<file path="src/design/assert_macros.svh">
// Assertion macros shared by the decoder modules.
// Define NO_ASSERTIONS to compile every check away.
`ifndef ASSERT_MACROS_SVH
`define ASSERT_MACROS_SVH
`ifndef NO_ASSERTIONS
// Checks a property at every rising clock edge outside reset.
`define ASSERT_ALWAYS(label, clk, rst, prop, msg) \
   label: assert property (@(posedge clk) disable iff (rst) (prop)) else $error(msg);
// Checks that a condition is followed in the next cycle by a consequence.
`define ASSERT_NEXT(label, clk, rst, pre, post, msg) \
   label: assert property (@(posedge clk) disable iff (rst) (pre) |=> (post)) \
      else $error(msg);
`else
`define ASSERT_ALWAYS(label, clk, rst, prop, msg)
`define ASSERT_NEXT(label, clk, rst, pre, post, msg)
`endif
`endif

</file>
<file path="src/design/mwd_pkg.sv">
// Shared types and constants of the Microwire command decoder.
// Used by the front, queue, back and top-level modules; depends on nothing.
`timescale 1ns / 1ps
`default_nettype none

package mwd_pkg;

   // Default limits of the address and data word widths.
   localparam int DEF_MAX_ADDRESS_BITS = 10;
   localparam int DEF_MAX_WORD_BITS    = 16;

   // Depth of the queue between front and back, in bundles.
   localparam int DEF_QUEUE_DEPTH = 4;

   // At most three results follow from one bus bit.
   localparam int RESULTS_MAX = 3;
   localparam int RCOUNT_W    = $clog2(RESULTS_MAX + 1);

   localparam int VALUE_W = 16;
   localparam int KIND_W  = 3;

   // Reset values of the configuration registers.
   localparam logic [3:0] ADDRESS_BITS_RESET = 4'd8;
   localparam logic [4:0] WORD_BITS_RESET    = 5'd16;
   localparam int CSR_DATA_W = 5;

   // Configuration register indexes.
   localparam logic CSR_ADDRESS_BITS = 1'b0;
   localparam logic CSR_WORD_BITS    = 1'b1;

   // Result kinds.
   localparam logic [KIND_W-1:0] KIND_COMMAND = 3'd0;
   localparam logic [KIND_W-1:0] KIND_ADDRESS = 3'd1;
   localparam logic [KIND_W-1:0] KIND_SI_WORD = 3'd2;
   localparam logic [KIND_W-1:0] KIND_SO_WORD = 3'd3;
   localparam logic [KIND_W-1:0] KIND_SHORT   = 3'd4;
   localparam logic [KIND_W-1:0] KIND_MISSING = 3'd5;

   // Opcodes as they come off the bus.
   localparam logic [1:0] OP_EXTENDED = 2'b00;
   localparam logic [1:0] OP_WRITE    = 2'b01;
   localparam logic [1:0] OP_READ     = 2'b10;
   localparam logic [1:0] OP_ERASE    = 2'b11;

   // Top two address bits of the extended opcode.
   localparam logic [1:0] EXT_WDS  = 2'b00;
   localparam logic [1:0] EXT_WRAL = 2'b01;
   localparam logic [1:0] EXT_ERAL = 2'b10;
   localparam logic [1:0] EXT_WEN  = 2'b11;

   // Decoded command codes.
   typedef enum logic [2:0] {
      CMD_READ  = 3'd0,
      CMD_WRITE = 3'd1,
      CMD_ERASE = 3'd2,
      CMD_WEN   = 3'd3,
      CMD_WDS   = 3'd4,
      CMD_ERAL  = 3'd5,
      CMD_WRAL  = 3'd6
   } cmd_type;

   // One result word.
   typedef struct packed {
      logic [KIND_W-1:0]  kind;
      logic [VALUE_W-1:0] value;
   } result_type;

   // All results caused by one bus bit, slot 0 first.
   typedef struct packed {
      logic [RCOUNT_W-1:0]              count;
      result_type [RESULTS_MAX-1:0]     res;
   } bundle_type;

   // Queue status seen by the front and the back.
   typedef struct packed {
      logic full;
      logic empty;
   } queue_status_type;

endpackage

`default_nettype wire

</file>
<file path="src/design/mwd_front.sv">
// Front part: holds the configuration, tracks the packet and decodes each bit.
// Depends on mwd_pkg; pushes result bundles into the queue.
`timescale 1ns / 1ps
`default_nettype none

module mwd_front
   import mwd_pkg::*;
#(
   parameter int MAX_ADDRESS_BITS = DEF_MAX_ADDRESS_BITS,
   parameter int MAX_WORD_BITS    = DEF_MAX_WORD_BITS
) (
   input  wire logic                  clock,
   input  wire logic                  reset,
   input  wire logic                  csr_we,
   input  wire logic                  csr_index,
   input  wire logic [CSR_DATA_W-1:0] csr_wdata,
   input  wire logic                  bit_valid,
   input  wire logic                  si_bit,
   input  wire logic                  so_bit,
   input  wire logic                  packet_end,
   input  wire queue_status_type      queue_status,
   output logic                       bit_ready,
   output logic                       push,
   output bundle_type                 push_bundle
);

   localparam int AB_W = $clog2(MAX_ADDRESS_BITS + 1);
   localparam int WB_W = $clog2(MAX_WORD_BITS + 1);
   localparam int WS_W = (MAX_WORD_BITS > VALUE_W) ? MAX_WORD_BITS : VALUE_W;

   logic [3:0]                  address_bits_ff;
   logic [4:0]                  word_bits_ff;
   logic [15:0]                 bit_index_ff, bit_index_in;
   logic [1:0]                  opcode_ff, opcode_in;
   logic [MAX_ADDRESS_BITS-1:0] address_ff, address_in;
   logic [WS_W-1:0]             word_ff, word_in;
   logic [WB_W-1:0]             wcount_ff, wcount_in;
   cmd_type                     command_ff, command_in;
   logic [AB_W-1:0]             ab;
   logic [WB_W-1:0]             wb;
   logic                        accept;

   assign bit_ready = !queue_status.full;
   assign accept    = bit_valid && bit_ready;

   // Configuration registers.
   always_ff @(posedge clock) begin
      if (reset) begin
         address_bits_ff <= ADDRESS_BITS_RESET;
         word_bits_ff    <= WORD_BITS_RESET;
      end else if (csr_we) begin
         case (csr_index)
            CSR_ADDRESS_BITS: address_bits_ff <= csr_wdata[3:0];
            CSR_WORD_BITS:    word_bits_ff    <= csr_wdata;
            default:          ;
         endcase
      end
   end

   // Effective widths, clamped to the supported range.
   always_comb begin
      if (address_bits_ff < 4'd2) begin
         ab = AB_W'(2);
      end else if (address_bits_ff > MAX_ADDRESS_BITS) begin
         ab = AB_W'(MAX_ADDRESS_BITS);
      end else begin
         ab = AB_W'(address_bits_ff);
      end
      if (word_bits_ff == 5'd0) begin
         wb = WB_W'(1);
      end else if (word_bits_ff > MAX_WORD_BITS) begin
         wb = WB_W'(MAX_WORD_BITS);
      end else begin
         wb = WB_W'(word_bits_ff);
      end
   end

   // Decode of one bus bit into the next packet state and its results.
   always_comb begin
      logic [MAX_ADDRESS_BITS-1:0] amask;
      logic [MAX_ADDRESS_BITS-1:0] addr_next;
      logic [MAX_ADDRESS_BITS-1:0] addr_top;
      logic [15:0]                 ab_end;
      logic [RCOUNT_W-1:0]         n;
      logic                        writes_word;

      bit_index_in = bit_index_ff;
      opcode_in    = opcode_ff;
      address_in   = address_ff;
      word_in      = word_ff;
      wcount_in    = wcount_ff;
      command_in   = command_ff;
      push_bundle  = '0;
      n            = '0;
      amask        = ~({MAX_ADDRESS_BITS{1'b1}} << ab);
      addr_next    = ({address_ff[MAX_ADDRESS_BITS-2:0], si_bit}) & amask;
      addr_top     = addr_next >> (ab - AB_W'(2));
      ab_end       = 16'(ab) + 16'd1;
      writes_word  = 1'b0;

      if (bit_index_ff < 16'd2) begin
         opcode_in = {opcode_ff[0], si_bit};
      end else if (bit_index_ff <= ab_end) begin
         address_in = addr_next;
         // The last address bit completes the command.
         if (bit_index_ff == ab_end) begin
            case (opcode_ff)
               OP_READ:  command_in = CMD_READ;
               OP_WRITE: command_in = CMD_WRITE;
               OP_ERASE: command_in = CMD_ERASE;
               default: begin
                  case (addr_top[1:0])
                     EXT_WEN:  command_in = CMD_WEN;
                     EXT_WDS:  command_in = CMD_WDS;
                     EXT_ERAL: command_in = CMD_ERAL;
                     default:  command_in = CMD_WRAL;
                  endcase
               end
            endcase
            push_bundle.res[n] = '{kind: KIND_COMMAND, value: VALUE_W'(command_in)};
            n = n + 1'b1;
            if (opcode_ff != OP_EXTENDED) begin
               push_bundle.res[n] = '{kind: KIND_ADDRESS, value: VALUE_W'(addr_next)};
               n = n + 1'b1;
            end
         end
      end else begin
         // Data phase: read words come from so, write words from si.
         writes_word = (command_ff == CMD_WRITE) || (command_ff == CMD_WRAL);
         if (command_ff == CMD_READ) begin
            word_in   = {word_ff[WS_W-2:0], so_bit};
            wcount_in = wcount_ff + 1'b1;
            if (wcount_in >= wb) begin
               push_bundle.res[n] = '{kind: KIND_SO_WORD, value: word_in[VALUE_W-1:0]};
               n = n + 1'b1;
               word_in   = '0;
               wcount_in = '0;
            end
         end else if (writes_word && (wcount_ff < wb)) begin
            word_in   = {word_ff[WS_W-2:0], si_bit};
            wcount_in = wcount_ff + 1'b1;
            if (wcount_in == wb) begin
               push_bundle.res[n] = '{kind: KIND_SI_WORD, value: word_in[VALUE_W-1:0]};
               n = n + 1'b1;
            end
         end
      end

      if (bit_index_ff != 16'hFFFF) begin
         bit_index_in = bit_index_ff + 16'd1;
      end

      // Packet end: warnings, then a fresh packet state.
      if (packet_end) begin
         if (bit_index_ff < ab_end) begin
            push_bundle.res[n] = '{kind: KIND_SHORT, value: '0};
            n = n + 1'b1;
         end else if (command_in == CMD_READ) begin
            if (wcount_in != '0) begin
               push_bundle.res[n] = '{kind: KIND_MISSING, value: '0};
               n = n + 1'b1;
            end
         end else if ((command_in == CMD_WRITE) || (command_in == CMD_WRAL)) begin
            if (wcount_in < wb) begin
               push_bundle.res[n] = '{kind: KIND_MISSING, value: '0};
               n = n + 1'b1;
            end
         end
         bit_index_in = '0;
         opcode_in    = '0;
         address_in   = '0;
         word_in      = '0;
         wcount_in    = '0;
         command_in   = CMD_READ;
      end

      push_bundle.count = n;
   end

   assign push = accept && (push_bundle.count != '0);

   // Packet state registers.
   always_ff @(posedge clock) begin
      if (reset) begin
         bit_index_ff <= '0;
         opcode_ff    <= '0;
         address_ff   <= '0;
         word_ff      <= '0;
         wcount_ff    <= '0;
         command_ff   <= CMD_READ;
      end else if (accept) begin
         bit_index_ff <= bit_index_in;
         opcode_ff    <= opcode_in;
         address_ff   <= address_in;
         word_ff      <= word_in;
         wcount_ff    <= wcount_in;
         command_ff   <= command_in;
      end
   end

endmodule

`default_nettype wire

</file>
<file path="src/design/mwd_queue.sv">
// Short queue of result bundles between the front and the back.
// Depends on mwd_pkg and assert_macros.svh.
`timescale 1ns / 1ps
`default_nettype none
`include "assert_macros.svh"

module mwd_queue
   import mwd_pkg::*;
#(
   parameter int DEPTH = DEF_QUEUE_DEPTH
) (
   input  wire logic       clock,
   input  wire logic       reset,
   input  wire logic       push,
   input  wire bundle_type push_bundle,
   input  wire logic       pop,
   output bundle_type      head,
   output queue_status_type status
);

   localparam int PTR_W = (DEPTH > 1) ? $clog2(DEPTH) : 1;
   localparam int CNT_W = $clog2(DEPTH + 1);

   bundle_type       mem_ff [DEPTH];
   logic [PTR_W-1:0] wr_ptr_ff, wr_ptr_in;
   logic [PTR_W-1:0] rd_ptr_ff, rd_ptr_in;
   logic [CNT_W-1:0] count_ff, count_in;
   logic             do_push, do_pop;

   assign status.full  = (count_ff == CNT_W'(DEPTH));
   assign status.empty = (count_ff == '0);
   assign do_push      = push && !status.full;
   assign do_pop       = pop && !status.empty;
   assign head         = mem_ff[rd_ptr_ff];

   // Pointer and fill-count update.
   always_comb begin
      wr_ptr_in = wr_ptr_ff;
      rd_ptr_in = rd_ptr_ff;
      count_in  = count_ff;
      if (do_push) begin
         wr_ptr_in = (wr_ptr_ff == PTR_W'(DEPTH - 1)) ? '0 : wr_ptr_ff + 1'b1;
      end
      if (do_pop) begin
         rd_ptr_in = (rd_ptr_ff == PTR_W'(DEPTH - 1)) ? '0 : rd_ptr_ff + 1'b1;
      end
      if (do_push && !do_pop) begin
         count_in = count_ff + 1'b1;
      end else if (do_pop && !do_push) begin
         count_in = count_ff - 1'b1;
      end
   end

   always_ff @(posedge clock) begin
      if (reset) begin
         wr_ptr_ff <= '0;
         rd_ptr_ff <= '0;
         count_ff  <= '0;
      end else begin
         wr_ptr_ff <= wr_ptr_in;
         rd_ptr_ff <= rd_ptr_in;
         count_ff  <= count_in;
      end
   end

   // Bundle storage.
   always_ff @(posedge clock) begin
      if (do_push) begin
         mem_ff[wr_ptr_ff] <= push_bundle;
      end
   end

   `ASSERT_ALWAYS(a_count_bound, clock, reset, count_ff <= CNT_W'(DEPTH), "queue over depth")
   `ASSERT_ALWAYS(a_no_push_full, clock, reset, !(push && status.full), "push while full")
   `ASSERT_NEXT(a_push_grows, clock, reset, !reset && do_push && !do_pop,
                count_ff == $past(count_ff) + 1'b1, "push did not grow queue")
   `ASSERT_ALWAYS(a_ptr_match, clock, reset,
                  (count_ff == '0 || count_ff == CNT_W'(DEPTH)) == (wr_ptr_ff == rd_ptr_ff),
                  "pointers disagree with fill count")

endmodule

`default_nettype wire

</file>
<file path="src/design/mwd_back.sv">
// Back part: takes bundles from the queue and sends their results one per word.
// Depends on mwd_pkg and assert_macros.svh.
`timescale 1ns / 1ps
`default_nettype none
`include "assert_macros.svh"

module mwd_back
   import mwd_pkg::*;
(
   input  wire logic              clock,
   input  wire logic              reset,
   input  wire bundle_type        head,
   input  wire queue_status_type  queue_status,
   output logic                   pop,
   output logic                   rsp_tvalid,
   input  wire logic              rsp_tready,
   output logic [VALUE_W-1:0]     rsp_tdata,
   output logic [KIND_W-1:0]      rsp_tuser,
   output logic                   rsp_tlast
);

   bundle_type          bundle_ff;
   logic [RCOUNT_W-1:0] pos_ff, pos_in;
   logic                valid_ff, valid_in;
   logic                take, last_of, load;
   result_type          cur;

   assign cur        = bundle_ff.res[pos_ff];
   assign last_of    = ((pos_ff + 1'b1) == bundle_ff.count);
   assign take       = valid_ff && rsp_tready;
   assign load       = (!valid_ff || (take && last_of)) && !queue_status.empty;
   assign pop        = load;
   assign rsp_tvalid = valid_ff;
   assign rsp_tdata  = cur.value;
   assign rsp_tuser  = cur.kind;
   assign rsp_tlast  = last_of;

   // Step through the bundle; load the next one as the last word leaves.
   always_comb begin
      valid_in = valid_ff;
      pos_in   = pos_ff;
      if (load) begin
         valid_in = 1'b1;
         pos_in   = '0;
      end else if (take) begin
         if (last_of) begin
            valid_in = 1'b0;
         end
         pos_in = pos_ff + 1'b1;
      end
   end

   always_ff @(posedge clock) begin
      if (reset) begin
         valid_ff <= 1'b0;
         pos_ff   <= '0;
      end else begin
         valid_ff <= valid_in;
         pos_ff   <= pos_in;
      end
   end

   always_ff @(posedge clock) begin
      if (load) begin
         bundle_ff <= head;
      end
   end

   `ASSERT_ALWAYS(a_pos_in_bundle, clock, reset, !valid_ff || (pos_ff < bundle_ff.count),
                  "slot beyond bundle")
   `ASSERT_ALWAYS(a_bundle_nonempty, clock, reset, !valid_ff || (bundle_ff.count != '0),
                  "empty bundle held")
   `ASSERT_NEXT(a_step_on, clock, reset, !reset && take && !last_of,
                valid_ff && (pos_ff == $past(pos_ff) + 1'b1), "slot did not advance")

endmodule

`default_nettype wire

</file>
<file path="src/design/microwire_eeprom_command_decoder.sv">
// Top level of the Microwire EEPROM command decoder.
// Depends on mwd_pkg, mwd_front, mwd_queue and mwd_back.
//
// Usage:
//   req_ carries one bus bit per word: req_tdata[0] is si, req_tdata[1] is so,
//   req_tlast marks the last bit of a packet (start bit already removed).
//   rsp_ carries results: rsp_tdata is the command code, address or data word,
//   rsp_tuser the result kind, rsp_tlast marks the last result of one bit.
//   csr_ writes address_bits (index 0) and word_bits (index 1).
// Throughput: one bit is accepted every cycle while the result queue has room.
//   The back sends one result per cycle while rsp_tready is high; bits with no
//   result push nothing into the queue. The output side sets the bound.
// Path: with the queue and the back empty, a bit's results are registered in the
//   queue and then in the back's bundle register, which drives rsp_.
// Stall: while rsp_tready is low the current result holds; up to four bundles
//   of results wait in the queue, after that req_tready falls.
// Reset: synchronous; clears the packet state and the queue and sets
//   address_bits to 8 and word_bits to 16.
`timescale 1ns / 1ps
`default_nettype none

module microwire_eeprom_command_decoder
   import mwd_pkg::*;
#(
   parameter int MAX_ADDRESS_BITS = DEF_MAX_ADDRESS_BITS,
   parameter int MAX_WORD_BITS    = DEF_MAX_WORD_BITS,
   parameter int QUEUE_DEPTH      = DEF_QUEUE_DEPTH
) (
   input  wire logic                  clock,
   input  wire logic                  reset,
   // Configuration write port.
   input  wire logic                  csr_we,
   input  wire logic                  csr_index,
   input  wire logic [CSR_DATA_W-1:0] csr_wdata,
   // Bus bit input.
   input  wire logic                  req_tvalid,
   output logic                       req_tready,
   input  wire logic [7:0]            req_tdata,   // [0] si_bit, [1] so_bit, rest zero
   input  wire logic                  req_tlast,   // packet_end
   // Result output.
   output logic                       rsp_tvalid,
   input  wire logic                  rsp_tready,
   output logic [VALUE_W-1:0]         rsp_tdata,   // [15:0] value
   output logic [KIND_W-1:0]          rsp_tuser,   // [2:0] kind
   output logic                       rsp_tlast    // run_last
);

   logic             push, pop;
   bundle_type       push_bundle, head;
   queue_status_type queue_status;

   // Front: configuration and bit decode.
   mwd_front #(
      .MAX_ADDRESS_BITS(MAX_ADDRESS_BITS),
      .MAX_WORD_BITS   (MAX_WORD_BITS)
   ) u_front (
      .clock       (clock),
      .reset       (reset),
      .csr_we      (csr_we),
      .csr_index   (csr_index),
      .csr_wdata   (csr_wdata),
      .bit_valid   (req_tvalid),
      .si_bit      (req_tdata[0]),
      .so_bit      (req_tdata[1]),
      .packet_end  (req_tlast),
      .queue_status(queue_status),
      .bit_ready   (req_tready),
      .push        (push),
      .push_bundle (push_bundle)
   );

   // Queue of result bundles.
   mwd_queue #(
      .DEPTH(QUEUE_DEPTH)
   ) u_queue (
      .clock      (clock),
      .reset      (reset),
      .push       (push),
      .push_bundle(push_bundle),
      .pop        (pop),
      .head       (head),
      .status     (queue_status)
   );

   // Back: result serializer.
   mwd_back u_back (
      .clock       (clock),
      .reset       (reset),
      .head        (head),
      .queue_status(queue_status),
      .pop         (pop),
      .rsp_tvalid  (rsp_tvalid),
      .rsp_tready  (rsp_tready),
      .rsp_tdata   (rsp_tdata),
      .rsp_tuser   (rsp_tuser),
      .rsp_tlast   (rsp_tlast)
   );

endmodule

`default_nettype wire

</file>
<file path="config.mk">
export PLATFORM = sky130hd
export DESIGN_NAME = microwire_eeprom_command_decoder
export DESIGN_NICKNAME = d
export VERILOG_FILES = /design/src/design/mwd_pkg.sv /design/src/design/mwd_front.sv /design/src/design/mwd_queue.sv /design/src/design/mwd_back.sv /design/src/design/microwire_eeprom_command_decoder.sv
export VERILOG_INCLUDE_DIRS = /design/src /design/src/design
export SDC_FILE = /design/constraint.sdc
export NUM_CORES = 1
export LEC_CHECK = 0
export ABC_AREA = 1
export BUFFER_PORTS_ARGS = -buffer_cell sky130_fd_sc_hd__buf_2
export CAP_MARGIN = 20
export CORE_MARGIN = 2
export CORE_UTILIZATION = 40
export CTS_BUF_LIST = sky130_fd_sc_hd__clkbuf_8
export CTS_CLUSTER_SIZE = 24
export DETAILED_ROUTE_END_ITERATION = 10
export REMOVE_ABC_BUFFERS = 1
export SLEW_MARGIN = 20
export SYNTH_ARGS = -nofsm -noshare
export SYNTH_HDL_FRONTEND = slang
export SYNTH_HIERARCHICAL = 1
export SYNTH_SLANG_ARGS = --single-unit
</file>
<file path="constraint.sdc">
create_clock -name clock -period 9.4 [get_ports clock]
set_input_delay 0.47 -clock clock [delete_from_list [all_inputs] [get_ports clock]]
set_output_delay 0.47 -clock clock [all_outputs]
set_load 0.01 [all_outputs]
</file>
* Word level (Yosys, flattened, before mapping)
Memories as Yosys holds them, arrays and structs flattened. A register that Yosys moved wholly into a read port is not among the register bits.
Index checks and enable logic that the tools add are counted.
** Word-level totals
- Register bits after elaboration :: 69
- Memory bits (writable) :: 236
- Bits of input ports :: 20
- Output and inout bits :: 22
- Logic and storage cells :: 178
- Memories kept :: 1
** Memories
- u_queue.mem_ff :: depth 4, width 59, read ports 1, clocked after Yosys merged registers in 1, wr ports 1, RTL line mwd_queue.sv:24 : bundle_type mem_ff [DEPTH];
** Cells by class
- Add/sub/neg operators :: 10
- $lt $le $gt $ge :: 12
- Equality and inequality tests :: 18
- Shift-type cells :: 2
- Muxes and demuxes :: 71
- Bitwise operators :: 9
- Reduce and logical (&&, ||, !) cells :: 42
** Operators with widths (number)
- $mux W57 :: 6
- $mux W19 :: 6
- $mux W15 :: 6
- $mux W38 :: 2
- $and A36 B54 Y54 :: 1
- $not A54 Y54 :: 1
- $and A34 B51 Y51 :: 1
- $not A51 Y51 :: 1
- $mux W5 :: 8
- $bmux W19 S2 :: 1
- $demux W19 S2 :: 1
- $mux W18 :: 2
- $mux W16 :: 2
- $mux W2 :: 16
- $mux W9 :: 3
- $mux W3 :: 6
- $pmux W3 S3 :: 2
- $mux W17 :: 1
- $add A16 B1 Y16 const B :: 1
- $eq A16 B16 Y1 :: 1
- $le A16 B16 Y1 :: 1
- $lt A16 B16 Y1 :: 1
- $lt A16 B2 Y1 const B :: 1
- $ne A16 B16 Y1 const B :: 1
- 42 further kinds :: 92

* Longest topological paths before layout
- Depth after elaboration :: 26
- Gate-level depth with buffers :: 46
- Gate-level depth less buffers :: 46

* By module
Netlist, hierarchy kept.
** Modules (own cells, without submodules)
- mwd_queue :: times used 1, cells each 641, area each 9221.3 um2, sequential area each 7267.0 um2
- mwd_front :: times used 1, cells each 717, area each 4521.8 um2, sequential area each 1181.1 um2
- mwd_back :: times used 1, cells each 176, area each 2369.8 um2, sequential area each 1831.8 um2

* Worst setup path after synthesis
No wires, ideal clock.
- Path kind :: reg2reg
- Start :: register u_front.address_bits_ff[3]
- End :: memory u_queue/mem_ff[0][0] (netlist name), enable pin
- Library setup time :: 0.476 ns
- Arrival :: 6.531 ns
- Required time :: 8.924 ns
- Path slack :: 2.393 ns
- Stages on the path, launching flop included :: 32
- Buffers on the path :: 1
- Period minus slack after synthesis :: 7.007 ns
- Cell sequence :: dfxtp_1 -> buf_4 -> nor2_4 -> nor2_1 -> nand2_2 -> ha_1 -> nand2_1 -> o21ai_0 -> ha_1 -> nand2_1 -> o21ai_0 -> nand2_1 -> nand2_1 -> nand3_1 -> nor2_2 -> nand2_1 -> nand3_1 -> inv_1 -> ha_1 -> a21oi_1 -> nor2_1 -> a211oi_1 -> nand2_1 -> nor2_2 -> nand2_2 -> nand3_2 -> nand3_1 -> nand2_1 -> nor2_1 -> nor2_1 -> nand2_1 -> nor2_1
** RTL lines
- from (decl) :: RTL line mwd_front.sv:31 : logic [3:0] address_bits_ff;
- from (signal assigned) :: RTL line mwd_front.sv:53 : CSR_ADDRESS_BITS: address_bits_ff <= csr_wdata[3:0];
- to (decl) :: RTL line mwd_queue.sv:24

==> flow_metrics.tcl <==
set metrics [dict create \
    die_area_um2 41900 \
    track_usage_pct 16.86 \
    start_kind "register" \
    clock_latency_ns 0.66 \
    fmax_mhz 147.8 \
    finalCriticalPeriod_ns 6.767 \
    p_leak_nw 6.567 \
    finalSetupTns_ns 0 \
    worst_ep_required_time_ns 9.71 \
    cts_resized 0 \
    io_pins 42 \
    nets 1643 \
    first_global_vias 10670 \
    syn_avg_cell_area_um2 10.50 \
    post_cts_buffers 0 \
    fp.dieH_um 204.7 \
    routed_wl_um 34730 \
    syn_area_um2 16110 \
    initial_utilization_pct 40.55 \
    crit_fanout 27 \
    via_per_inst 5.075 \
    overflow 0 \
    postRouteAntennaNets 0 \
    holdWs_ns 0.07666 \
    grt_max_degree 119 \
    layout.cells.most_common "edfxtp_1" \
    power_density_nw_per_um2 245.7 \
    post-route-period-util_pct 71.99 \
    cp.arrival_ns 7.07 \
    wl_per_cell_um 16.07 \
    cts.clk_slew.worst_paths_ns 0.06 \
    hpwl_um 19830 \
    seq_area_frac_synth_pct 63.80 \
    clock_sinks 366 \
    r2r_slack_ns 2.63 \
    peakVddDrop_mv 0.1787 \
    crit_path_top_delay_cell "nor2_4" \
    drt-pass1-iter-count 5 \
    ctsHoldBuffers 0 \
    worstHoldPathType "input port to register" \
    maxSlewHeadroom_pct 30.62 \
    rows 73 \
    critPathMaxStageDelay_ns 0.88 \
    reg2reg_from "u_front/address_bits_ff[3]" \
    cap_viol_max_count 0 \
    yosysWarnings 6 \
    antenna_found_initial 0 \
    numPortBuffers 35 \
    syn_to_final_growth_pct 10.68 \
    place.gp.congestion 0.8698 \
    cts_tree "built" \
    grt_pass1_wl_um 56010 \
    r2r_end "u_queue/mem_ff[2][43]" \
    endpoint "u_queue/mem_ff[2][43]" \
    drc_errors 0 \
    n_antenna_cell 0 \
    rsz0062_at_grt "false" \
    synth_cell_types 46 \
    final_cell_mix "295 x edfxtp_1, 235 x nor2_1, 210 x nand2_1" \
    end_kind "register" \
    critPathLaunch "u_front/address_bits_ff[3]" \
    crit_path_frequent_cell "nand2_1" \
    cts_root_buf "clkbuf_8" \
    fin_skew_ns 0.03107 \
    cts_buffer_depth 3 \
    h-tree-depth 2 \
    dr.first_iter.drc_count 672 \
    ys_seq_elements 366 \
    setup_violations 0 \
    tightest_slew_ns 1.037 \
    numCtsBuffers 60 \
    r2r_cells 31 \
    drv_slew 0 \
    outcome "complete, no violations" \
    route.vias.total 10970 \
    hold_violations 0 \
    path_class "register to register" \
    die_w_um 204.7 \
    core-area_um2 39730 \
    syn_inst 1534 \
    layout-drive-gt1-share_pct 11.00 \
]
## registers in the layout, indices dropped and copies added (netlist names), 3 cells and up, named ones only
name	count
u_front/word_ff	15
u_front/word_bits_ff	5
u_front/wcount_ff	5
u_back/bundle_ff	59
u_queue/count_ff	3
u_front/address_bits_ff	4
u_queue/mem_ff	236
u_front/address_ff	9
u_front/bit_index_ff	16
u_front/command_ff	3
## where the power goes
part / total [mW] / internal (mW) / switching [mW]
clock: 1.31 / 0.682 / 0.627
combinational: 0.934 / 0.266 / 0.668
sequential: 2.14 / 2.06 / 0.0804
total: 4.38 / 3.01 / 1.38
## metrics by stage
step                      util [%]  total power, mW  setup slack [ns]  cells  area [µm²]
after global routing         44.88            4.636             1.883   2161       17830
after floorplan                  -            2.760             2.310   1471       15670
after detailed placement     41.95            3.121             2.638   2047       16670
after CTS                    44.88            4.442             2.592   2161       17830
after global placement       41.95            3.092             2.632   2047       16670
final                        44.88            4.381             2.633   2161       17830
## critical path, delay by kind of cell (launching register included)
kind,cells,cell delay (ns)
AO/OA/AOI/OAI,4,0.65
buffers and inverters,2,0.52
flip-flops,1,0.60
adder cells (fa/ha/maj),3,0.85
AND/OR/NAND/NOR,22,3.82
## routing by layer
metal	vias up	part of all wire (%)	global-route usage (%)
met2	240	48	29.01
met3	54	4.9	2.864
met4	0	2.0	5.642
li1	5392	-	-
met1	5280	45	21.50
met5	-	0	0
## area by class of cell
class | instances | area [µm²]
clock buffers | 70 | 963.4
clock inverters | 44 | 202.7
fillers | 3742 | 21900
inverters | 123 | 466.7
multi-input cells | 982 | 4951
flip-flops and latches | 366 | 10280
well taps | 525 | 656.9
repair buffers | 51 | 307.8
## Yosys cell counts (all sizes together)
master,number,share of area (%)
a211oi,6,0.28
a21boi,4,0.19
a21oi,58,1.8
a22oi,1,0.047
a31oi,1,0.039
and3,2,0.078
buf,56,2.5
clkbuf,30,0.75
conb,2,0.047
dfxtp,71,8.8
edfxtp,295,55
fa,1,0.12
ha,38,3.0
inv,123,2.9
nand2,221,5.5
nand3,73,2.4
nand3b,3,0.14
nand4,6,0.23
nor2,257,6.4
nor3,13,0.40
nor4,2,0.12
o211ai,4,0.19
o21a,1,0.047
o21ai,197,6.2
o22ai,59,2.3
o2bb2ai,1,0.054
o31ai,1,0.047
or4,1,0.047
xnor2,1,0.054
xor2,6,0.33
## how the worst min path moves through the flow
stage | from | end | slack, ns | cells past startpoint
after detailed placement | u_front/address_ff[0] | u_front/address_ff[0] | 0.45 | 2
after global placement | u_front/address_ff[0] | u_front/address_ff[0] | 0.45 | 2
after floorplan | u_front/address_ff[0] | u_front/address_ff[0] | 0.43 | 2
after CTS | csr_wdata[4] | u_front/word_bits_ff[4] | 0.03 | 3
after global routing | csr_wdata[3] | u_front/address_bits_ff[3] | 0.07 | 3
final | csr_wdata[4] | u_front/word_bits_ff[4] | 0.08 | 3
## kinds of logic (layout without fill, tap and decap cells)
| family | Yosys count | in the layout | synth area share [%] |
|---|---|---|---|
| AND/OR/NAND/NOR | 578 | 578 | 15.36 |
| AO/OA/AOI/OAI | 333 | 333 | 11.14 |
| XOR/XNOR | 7 | 7 | 0.3805 |
| adder cells (fa/ha/maj) | 39 | 39 | 3.075 |
| buffers and inverters | 209 | 288 | 6.197 |
| flip-flops | 366 | 366 | 63.80 |
| other | 2 | 25 | 0.04661 |
Power figures use the tool's default switching activity.
